### src/design/prr_pkg.sv
// Shared constants, types and state encoding of the polyphase rational resampler.
package prr_pkg;

    localparam int UP_FACTOR      = 24;
    localparam int DOWN_FACTOR    = 25;
    localparam int TAPS_PER_PHASE = 32;

    localparam int COEF_DEPTH = UP_FACTOR * TAPS_PER_PHASE;
    localparam int COEF_AW    = $clog2(COEF_DEPTH);
    localparam int TAP_W      = (TAPS_PER_PHASE > 1) ? $clog2(TAPS_PER_PHASE) : 1;

    localparam int SAMPLE_W = 16;
    localparam int COEF_W   = 18;
    localparam int INDEX_W  = 10;
    localparam int OFS_W    = 8;
    localparam int PROD_W   = SAMPLE_W + COEF_W;
    localparam int ACC_W    = PROD_W + $clog2(TAPS_PER_PHASE) + 1;
    localparam int FRAC_W   = 15;

    localparam int IN_DATA_W  = 48;
    localparam int OUT_DATA_W = 16;

    localparam logic REQ_SAMPLE = 1'b0;
    localparam logic REQ_COEF   = 1'b1;

    localparam logic signed [ACC_W-1:0] SUM_HI = ACC_W'(64'sd32767 <<< FRAC_W);
    localparam logic signed [ACC_W-1:0] SUM_LO = ACC_W'(-64'sd32768 <<< FRAC_W);
    localparam logic signed [ACC_W-1:0] RND_POS = ACC_W'(16384);
    localparam logic signed [ACC_W-1:0] RND_NEG = ACC_W'(16383);

    typedef enum logic [1:0] {
        ST_IDLE,
        ST_RUN,
        ST_DRAIN,
        ST_FINISH
    } state_t;

    typedef struct packed {
        logic clear;
        logic enable;
    } mac_ctrl_t;

endpackage

### src/design/prr_mac.sv
// Shared multiply-accumulate unit with round-half-away and 16-bit saturation.
module prr_mac (
    input  logic                            clk,
    input  logic                            rst_n,
    input  prr_pkg::mac_ctrl_t              ctrl,
    input  logic [prr_pkg::COEF_W-1:0]      coef,
    input  logic signed [prr_pkg::SAMPLE_W-1:0] sample,
    output logic signed [prr_pkg::SAMPLE_W-1:0] result,
    output logic                            clipped
);
    import prr_pkg::*;

    logic signed [ACC_W-1:0]  acc_reg;
    logic signed [ACC_W-1:0]  acc_next;
    logic signed [PROD_W-1:0] prod;
    logic signed [ACC_W-1:0]  rounded;

    assign prod = $signed(coef) * sample;

    always_comb
    begin
        acc_next = acc_reg;
        if (ctrl.clear)
        begin
            acc_next = '0;
        end
        else if (ctrl.enable)
        begin
            acc_next = acc_reg + ACC_W'(prod);
        end
    end

    always_ff @(posedge clk or negedge rst_n)
    begin
        if (!rst_n)
        begin
            acc_reg <= '0;
        end
        else
        begin
            acc_reg <= acc_next;
        end
    end

    // Adding one less than a half before the floor shift rounds negative
    // sums away from zero, the same as rounding the magnitude.
    assign rounded = (acc_reg + (acc_reg[ACC_W-1] ? RND_NEG : RND_POS)) >>> FRAC_W;

    always_comb
    begin
        priority if (acc_reg > SUM_HI)
        begin
            result  = 16'sh7FFF;
            clipped = 1'b1;
        end
        else if (acc_reg < SUM_LO)
        begin
            result  = 16'sh8000;
            clipped = 1'b1;
        end
        else
        begin
            result  = rounded[SAMPLE_W-1:0];
            clipped = 1'b0;
        end
    end

endmodule

### config.mk
export PLATFORM = sky130hd
export DESIGN_NAME = prr_mac
export DESIGN_NICKNAME = d
export VERILOG_FILES = /design/src/design/prr_pkg.sv /design/src/design/prr_mac.sv
export SDC_FILE = /design/constraint.sdc
export NUM_CORES = 1
export LEC_CHECK = 0
export ABC_CLOCK_PERIOD_IN_PS = 6400
export BUFFER_PORTS_ARGS = -buffer_cell sky130_fd_sc_hd__buf_2
export CORE_ASPECT_RATIO = 0.6
export CORE_MARGIN = 1
export CORE_UTILIZATION = 62
export DETAILED_ROUTE_END_ITERATION = 6
export GPL_ROUTABILITY_DRIVEN = 1
export PLACE_DENSITY = 0.77
export SLEW_MARGIN = 20
export SYNTH_ARGS = -nofsm -noshare
export SYNTH_HDL_FRONTEND = slang
export SYNTH_SLANG_ARGS = --single-unit
### constraint.sdc
create_clock -name clk -period 6.4 [get_ports clk]
set_clock_uncertainty 0.05 [all_clocks]
set_input_delay 1.28 -clock clk [delete_from_list [all_inputs] [get_ports clk]]
set_output_delay 1.28 -clock clk [all_outputs]
set_load 0.02 [all_outputs]
==> qor.csv, run 1 <==
stage,metric,value,unit
outcome,status,"finished, violations left",
outcome,failing checks,setup timing,
synth,Yosys cell types,55,
cells_and_area,Final nets,2432,
synth,synthesized area,0.0153,mm2
worst_setup_path,Worst Setup Path Type,input pin to flop,
clocking,clock root cell,clkbuf_16,
placed_design,routability cong.,0.917,
timing,relative slew slack,34.2,%
worst_setup_path,CP endpoint kind,flop,
cells_and_area,Fill cells,1336,
drt,Vias/cell,5.86,
worst_setup_path,arrival time worst endpoint,6.99,ns
drt,drt wl/cell,21.5,um
global_routing,GRT overflow,0,
drt,Starting DRT DRC Count,1390,
clocking,Skew-Pair Late Insertion Delay,0.28,ns
cells_and_area,max reg flops,40,
global_routing,global-route wire length before repair,71300,um
clocking,TritonCTS Buffers,5,
clocking,number of H-tree levels,2,
timing,post-layout min period,6.91,ns
clocking,CTS tree,built,
timing,Fmax achieved,145,MHz
placed_design,DPL Wire Length,34600,um
global_routing,antenna violations before repair,0,
timing,Final Cycle Share,108,%
synth,Mapped Cells,1664,
die,Core ar.,0.0242,mm2
die,I/O Pins,55,
timing,Final WS setup,-0.513,ns
clocking,clk buf depth,2,
die,row cnt,44,
drt,drc violations,0,
clocking,Sink Count,40,
die,initial core utilization,63.2,%
min_path,worst min path class,flop to flop,
cells_and_area,diode count,0,
synth,predominant post-synthesis flop cell,dfrtp_1,
timing,Worst Tran Pin Value,0.983,ns
synth,Post-synth EDFFs,0,
drt,post-route ant nets,0,
worst_setup_path,Setup crit start kind,input pin,
cells_and_area,area growth from synthesis to layout,27.0,%
clocking,# hold bufs at CTS,0,
die,Die W,205,um
timing,unrepaired setup endpoints after global routing,yes,
cells_and_area,Register Area,0.00100,mm2
cells_and_area,multi-input gate area in the final layout,0.0136,mm2
cells_and_area,fraction of layout cells with a size suffix above 1,28.0,%
clocking,"Reg clk slew, reported paths",0.06,ns
die,Die H,124,um
timing,endpoints failing setup,25,
drt,total wire length,48100,um
worst_setup_path,CP required,6.48,ns
global_routing,largest net degree at the start of global routing,41,
global_routing,overall routing resource usage,36.9,%
job,Max-Cap Viols,0,
drt,DR pass1 iterations,6,
timing,Pins Over Slew Limit,0,
placed_design,Place WS,-0.842,ns
synth,Async SR Flop Fraction,100,%
drt,vias,13100,
synth,Ys Warns,0,
synth,syn_area_per_cell,9.18,um2
die,Die ar.,0.0253,mm2
synth,sequential share of the synthesized area,6.55,%
worst_setup_path,crit path max fanout,14,
synth,Synth Register Bits,40,
placed_design,I/O Buffers,54,
global_routing,number of global-route vias before repair,13300,
synth,syn nets,2183,
timing,final hold violations,0,
## final timing paths
check	from	end	slack, ns	cells after the start
max	sample[2]	acc_reg[38]	-0.51	21
min	acc_reg[0]	acc_reg[0]	0.55	2
max reg2reg	acc_reg[15]	acc_reg[38]	0.89	18
min reg2reg	acc_reg[0]	acc_reg[0]	0.55	2
max in group asynchronous	rst_n	acc_reg[33]	4.62	1
min in group asynchronous	rst_n	acc_reg[37]	1.08	1
## cells by family (layout without fill, tap and decap cells)
family / Yosys count / in the layout / synth area share [%]
compound gates: 162 / 162 / 7.09
fa+ha+maj: 481 / 481 / 56.7
simple gates: 446 / 446 / 14.1
xor+xnor: 55 / 55 / 3.15
mux: 15 / 15 / 0.983
flops: 40 / 40 / 6.55
buf+inv: 465 / 715 / 11.4
## layout by cell type (no fill, tap or decap), types with 14 or more instances in the layout
cell,count
inv_1,367
fa_1,324
buf_4,192
nand2_1,172
and2_1,106
ha_1,103
buf_6,59
nor2_1,51
dfrtp_1,40
inv_2,37
xnor2_1,28
fa_2,28
ha_4,24
and2_4,23
o21ai_0,23
buf_2,22
a21oi_1,21
o21ai_1,19
nand3_1,18
xor2_1,16
mux2i_1,15
nand2_2,14
## what timing repair did
action | CTS | global route
pin swaps | 154 | 123
setup endpoints to repair | 26 | 25
resized for setup | 243 | 134
cloned | 1 | 1
buffers inserted | 36 | 27
## metal layers
metal / global-route usage (%) / vias up / wire length (um)
li1: - / 5492 / -
met1: 54.9 / 6534 / 19500
met2: 54.8 / 885 / 21200
met3: 9.63 / 203 / 5570
met4: 7.18 / 0 / 1830
met5: 0 / - / 0
## critical path, cell delays in order
cell,delay (ns)
buf_8,0.14
nand2_4,0.08
inv_2,0.04
fa_2,0.66
fa_2,0.55
buf_12,0.18
fa_1,0.46
fa_1,0.51
fa_1,0.50
inv_1,0.05
fa_1,0.49
inv_1,0.05
ha_1,0.33
o21ai_0,0.14
nor2_1,0.29
a31oi_4,0.19
a21oi_2,0.25
o21ai_2,0.14
or4_1,0.48
o31ai_1,0.08
a211oi_1,0.09
## layout make-up
| cell class | count | share of cell area, % |
|---|---|---|
| multi-input combinational | 1159 | 70.0 |
| timing repair buffer | 301 | 13.9 |
| inverter | 406 | 7.88 |
| sequential | 40 | 5.16 |
| tap | 322 | 2.08 |
| clock buffer | 7 | 0.787 |
| clock inverter | 1 | 0.155 |
## cell usage after synthesis (2+ instances only)
library cell  instances  area [um2]
o31ai_1               3        22.5
nand2b_1              7        43.8
a41oi_1               4        35.0
nand2_1             196         736
o22ai_1               3        18.8
ha_1                129        1610
a21boi_0              3        22.5
nand4_1               7        43.8
o21bai_1              7        52.6
a2111oi_0             2        17.5
nor2_1               55         206
and2_1              129         807
nor3_1                6        30.0
fa_1                352        7050
a31o_2                3        26.3
o211ai_1              6        45.0
xnor2_1              35         307
o21ai_1              10        50.1
a311oi_1              3        26.3
dfrtp_1              40        1000
a31oi_1               6        37.5
o21ai_0              44         220
a211oi_1              5        37.5
nand3_1              19        95.1
nor4_1                5        31.3
inv_1               405        1520
a21oi_1              36         180
or4_1                 3        22.5
buf_1                 2        7.51
mux2i_1              15         150
or2_2                 3        18.8
xor2_1               20         175
and3_1                7        43.8
and4_1                3        26.3
or3_1                 2        12.5
o21a_1                3        22.5
nor2b_1               2        12.5
a21o_1               10        75.1
clkbuf_1             57         214
a22o_1                2        17.5
## through the flow
step	std cells	util (%)	setup TNS, ns	cell area, um2	hold slack (ns)
after floorplan	1664	-	-2.84	15700	0.449
after global placement	2168	71.8	-14.73	17400	0.516
after detailed placement	2168	71.8	-17.19	17400	0.534
after CTS	2212	77.3	-2.56	18700	0.552
after global routing	2236	80.2	-11.78	19400	0.584
final	2236	80.2	-7.85	19400	0.546
Power of run 1 is left out: the tool's default activity adds up to more than one toggle a clock period on the data nets, which glitch-free logic cannot reach.
==> inputs of run 2 (changes only) <==
--- a/config.mk
+++ b/config.mk
@@ -5,14 +5,15 @@
 export SDC_FILE = /design/constraint.sdc
 export NUM_CORES = 1
 export LEC_CHECK = 0
+export ABC_AREA = 1
 export ABC_CLOCK_PERIOD_IN_PS = 6400
 export BUFFER_PORTS_ARGS = -buffer_cell sky130_fd_sc_hd__buf_2
 export CORE_ASPECT_RATIO = 0.6
-export CORE_MARGIN = 1
+export CORE_MARGIN = 4
 export CORE_UTILIZATION = 62
 export DETAILED_ROUTE_END_ITERATION = 6
 export GPL_ROUTABILITY_DRIVEN = 1
-export PLACE_DENSITY = 0.77
+export PLACE_DENSITY = 0.78
 export SLEW_MARGIN = 20
 export SYNTH_ARGS = -nofsm -noshare
 export SYNTH_HDL_FRONTEND = slang
==> run 2 against run 1 <==
The flow still finishes with violations (setup timing); fmax is 6.1% higher; cell count grew 31%; synthesized cell count is 41% higher; area after synthesis rose by 12%; count of clock-buffer cells in the layout did not move; critical path type unchanged; critical endpoint is now acc_reg[33].
==> qor.csv, run 2 <==
stage,metric,value,unit
die,Die H,136,um
worst_setup_path,Setup crit start kind,input pin,
drt,total wire length,58400,um
synth,Yosys cell types,33,
timing,final hold violations,0,
synth,Synth Register Bits,40,
synth,syn_area_per_cell,7.24,um2
worst_setup_path,CP endpoint kind,flop,
clocking,# hold bufs at CTS,0,
drt,drt wl/cell,20.0,um
global_routing,GRT overflow,0,
global_routing,global-route wire length before repair,88300,um
cells_and_area,"commonest non-fill, non-tap cell in the layout",inv_1,
timing,post-layout min period,6.52,ns
global_routing,largest net degree at the start of global routing,41,
cells_and_area,post-route cell area,0.0207,mm2
clocking,clock root cell,clkbuf_16,
timing,unrepaired setup endpoints after global routing,yes,
clocking,CTS tree,built,
synth,Async SR Flop Fraction,100,%
placed_design,Place WS,-0.470,ns
outcome,failing checks,setup timing,
drt,Starting DRT DRC Count,1487,
cells_and_area,max reg flops,40,
synth,synthesized area,0.0170,mm2
global_routing,number of global-route vias before repair,16500,
clocking,number of H-tree levels,2,
job,Max-Cap Viols,0,
cells_and_area,area growth from synthesis to layout,21.4,%
die,Core ar.,0.0267,mm2
die,initial core utilization,63.8,%
cells_and_area,diode count,0,
global_routing,antenna violations before repair,0,
drt,drc violations,0,
synth,commonest cells in the netlist,"inv_1, nand2_1, fa_1, nor2_1, ha_1",
clocking,clk buf depth,2,
synth,Ys Warns,0,
cells_and_area,Register Area,0.00100,mm2
worst_setup_path,arrival time worst endpoint,6.65,ns
worst_setup_path,Worst Setup Path Type,input pin to flop,
cells_and_area,Final nets,3078,
timing,hold slack,0.541,ns
worst_setup_path,crit path max fanout,7,
placed_design,routability cong.,1.00,
global_routing,overall routing resource usage,37.7,%
synth,Synth top area share,41.4,%
drt,Vias/cell,5.55,
timing,Fmax achieved,153,MHz
synth,Synth area leaders,"fa_1, inv_1, nand2_1",
cells_and_area,multi-input gate area in the final layout,0.0143,mm2
synth,cell with the most instances after synthesis,inv_1,
timing,Pins Over Slew Limit,0,
cells_and_area,Fill cells,1833,
synth,Mapped Cells,2353,
timing,setup TNS,-0.525,ns
die,Die W,222,um
drt,post-route ant nets,0,
clocking,Sink Count,40,
clocking,TritonCTS Buffers,5,
synth,sequential share of the synthesized area,5.88,%
placed_design,I/O Buffers,54,
drt,vias,16200,
placed_design,DPL Wire Length,47000,um
die,row cnt,46,
synth,predominant post-synthesis flop cell,dfrtp_1,
cells_and_area,"commonest non-fill, non-tap cells in the layout","inv_1, nand2_1, fa_1",
timing,endpoints failing setup,7,
outcome,status,"finished, violations left",
die,I/O Pins,55,
worst_setup_path,CP required,6.53,ns
clocking,Skew-Pair Late Insertion Delay,0.30,ns
placed_design,DP Area,0.0191,mm2
synth,Post-synth EDFFs,0,
timing,Worst Tran Pin Value,0.749,ns
clocking,"Reg clk slew, reported paths",0.06,ns
synth,syn nets,2872,
timing,Final Cycle Share,102,%
min_path,worst min path class,flop to flop,
cells_and_area,fraction of layout cells with a size suffix above 1,20.4,%
die,Die ar.,0.0303,mm2
drt,DR pass1 iterations,6,
timing,relative slew slack,50.1,%
timing,Final WS setup,-0.118,ns
synth,"area leader, netlist",fa_1,
==> run 2: area by class of cell <==
class                           count  area share (%)
Inverter                          676            12.3
Timing Repair Buffer              275            10.5
Sequential cell                    40            4.84
Clock inverter                      1           0.145
Tap cell                          360            2.18
Multi-Input combinational cell   1561            69.3
Clock buffer                        7           0.738
==> run 2: cells by family (layout without fill, tap and decap cells) <==
group | count (synthesis) | count (layout) | synth area share (%)
AOI/OAI and AO/OA | 127 | 127 | 4.08
DFF | 40 | 40 | 5.88
xor gates and xnor gates | 1 | 1 | 0.0514
buffers and inverters | 752 | 959 | 16.6
adders and majority gates | 481 | 481 | 50.9
and+or+nand+nor | 952 | 952 | 22.5
==> run 2: timing repair <==
item	in CTS	in global routing
gates cloned	0	1
gates resized for setup	58	287
endpoints found under the hold margin	0	0
pin swaps	11	99
buffers inserted	4	10
endpoints found under the setup margin	25	28
==> run 2: worst max-delay path, cell delays in order <==
cell,delay [ns]
buf_6,0.08
buf_12,0.12
nand2_1,0.09
inv_1,0.14
fa_2,0.52
fa_2,0.62
inv_2,0.06
fa_2,0.57
inv_2,0.08
fa_1,0.52
fa_1,0.63
inv_2,0.08
fa_1,0.57
inv_2,0.06
ha_4,0.26
nand2_4,0.08
inv_2,0.05
nand2_1,0.08
nand3_2,0.08
o21bai_1,0.18
buf_4,0.16
a21oi_2,0.11
nand3b_1,0.08
nand3_1,0.08
nand2_1,0.05
==> run 2: through the flow <==
step,std cells,util [%]
after floorplan,2353,-
after global placement,2897,71.5
after detailed placement,2897,71.5
after CTS,2909,73.3
after global routing,2920,77.4
final,2920,77.4
==> run 2: metal layers <==
metal  vias to the layer above  GRT usage, %  part of all wire [%]
met4                         0          8.43                   3.6
met5                         -             0                     0
met1                      7861          54.0                    40
met3                       187          12.0                    13
met2                       970          57.0                    43
li1                       7187             -                     -
==> run 2: final timing paths <==
check / slack (ns) / depth (start not counted) / end / start
max in group asynchronous: 4.94 / 1 / acc_reg[21] / rst_n
max reg2reg: 1.19 / 20 / acc_reg[30] / acc_reg[15]
min reg2reg: 0.54 / 1 / acc_reg[0] / acc_reg[0]
max: -0.12 / 25 / acc_reg[33] / coef[17]
min in group asynchronous: 0.94 / 1 / acc_reg[7] / rst_n
min: 0.54 / 1 / acc_reg[0] / acc_reg[0]
Power of run 2 is left out for the same reason.
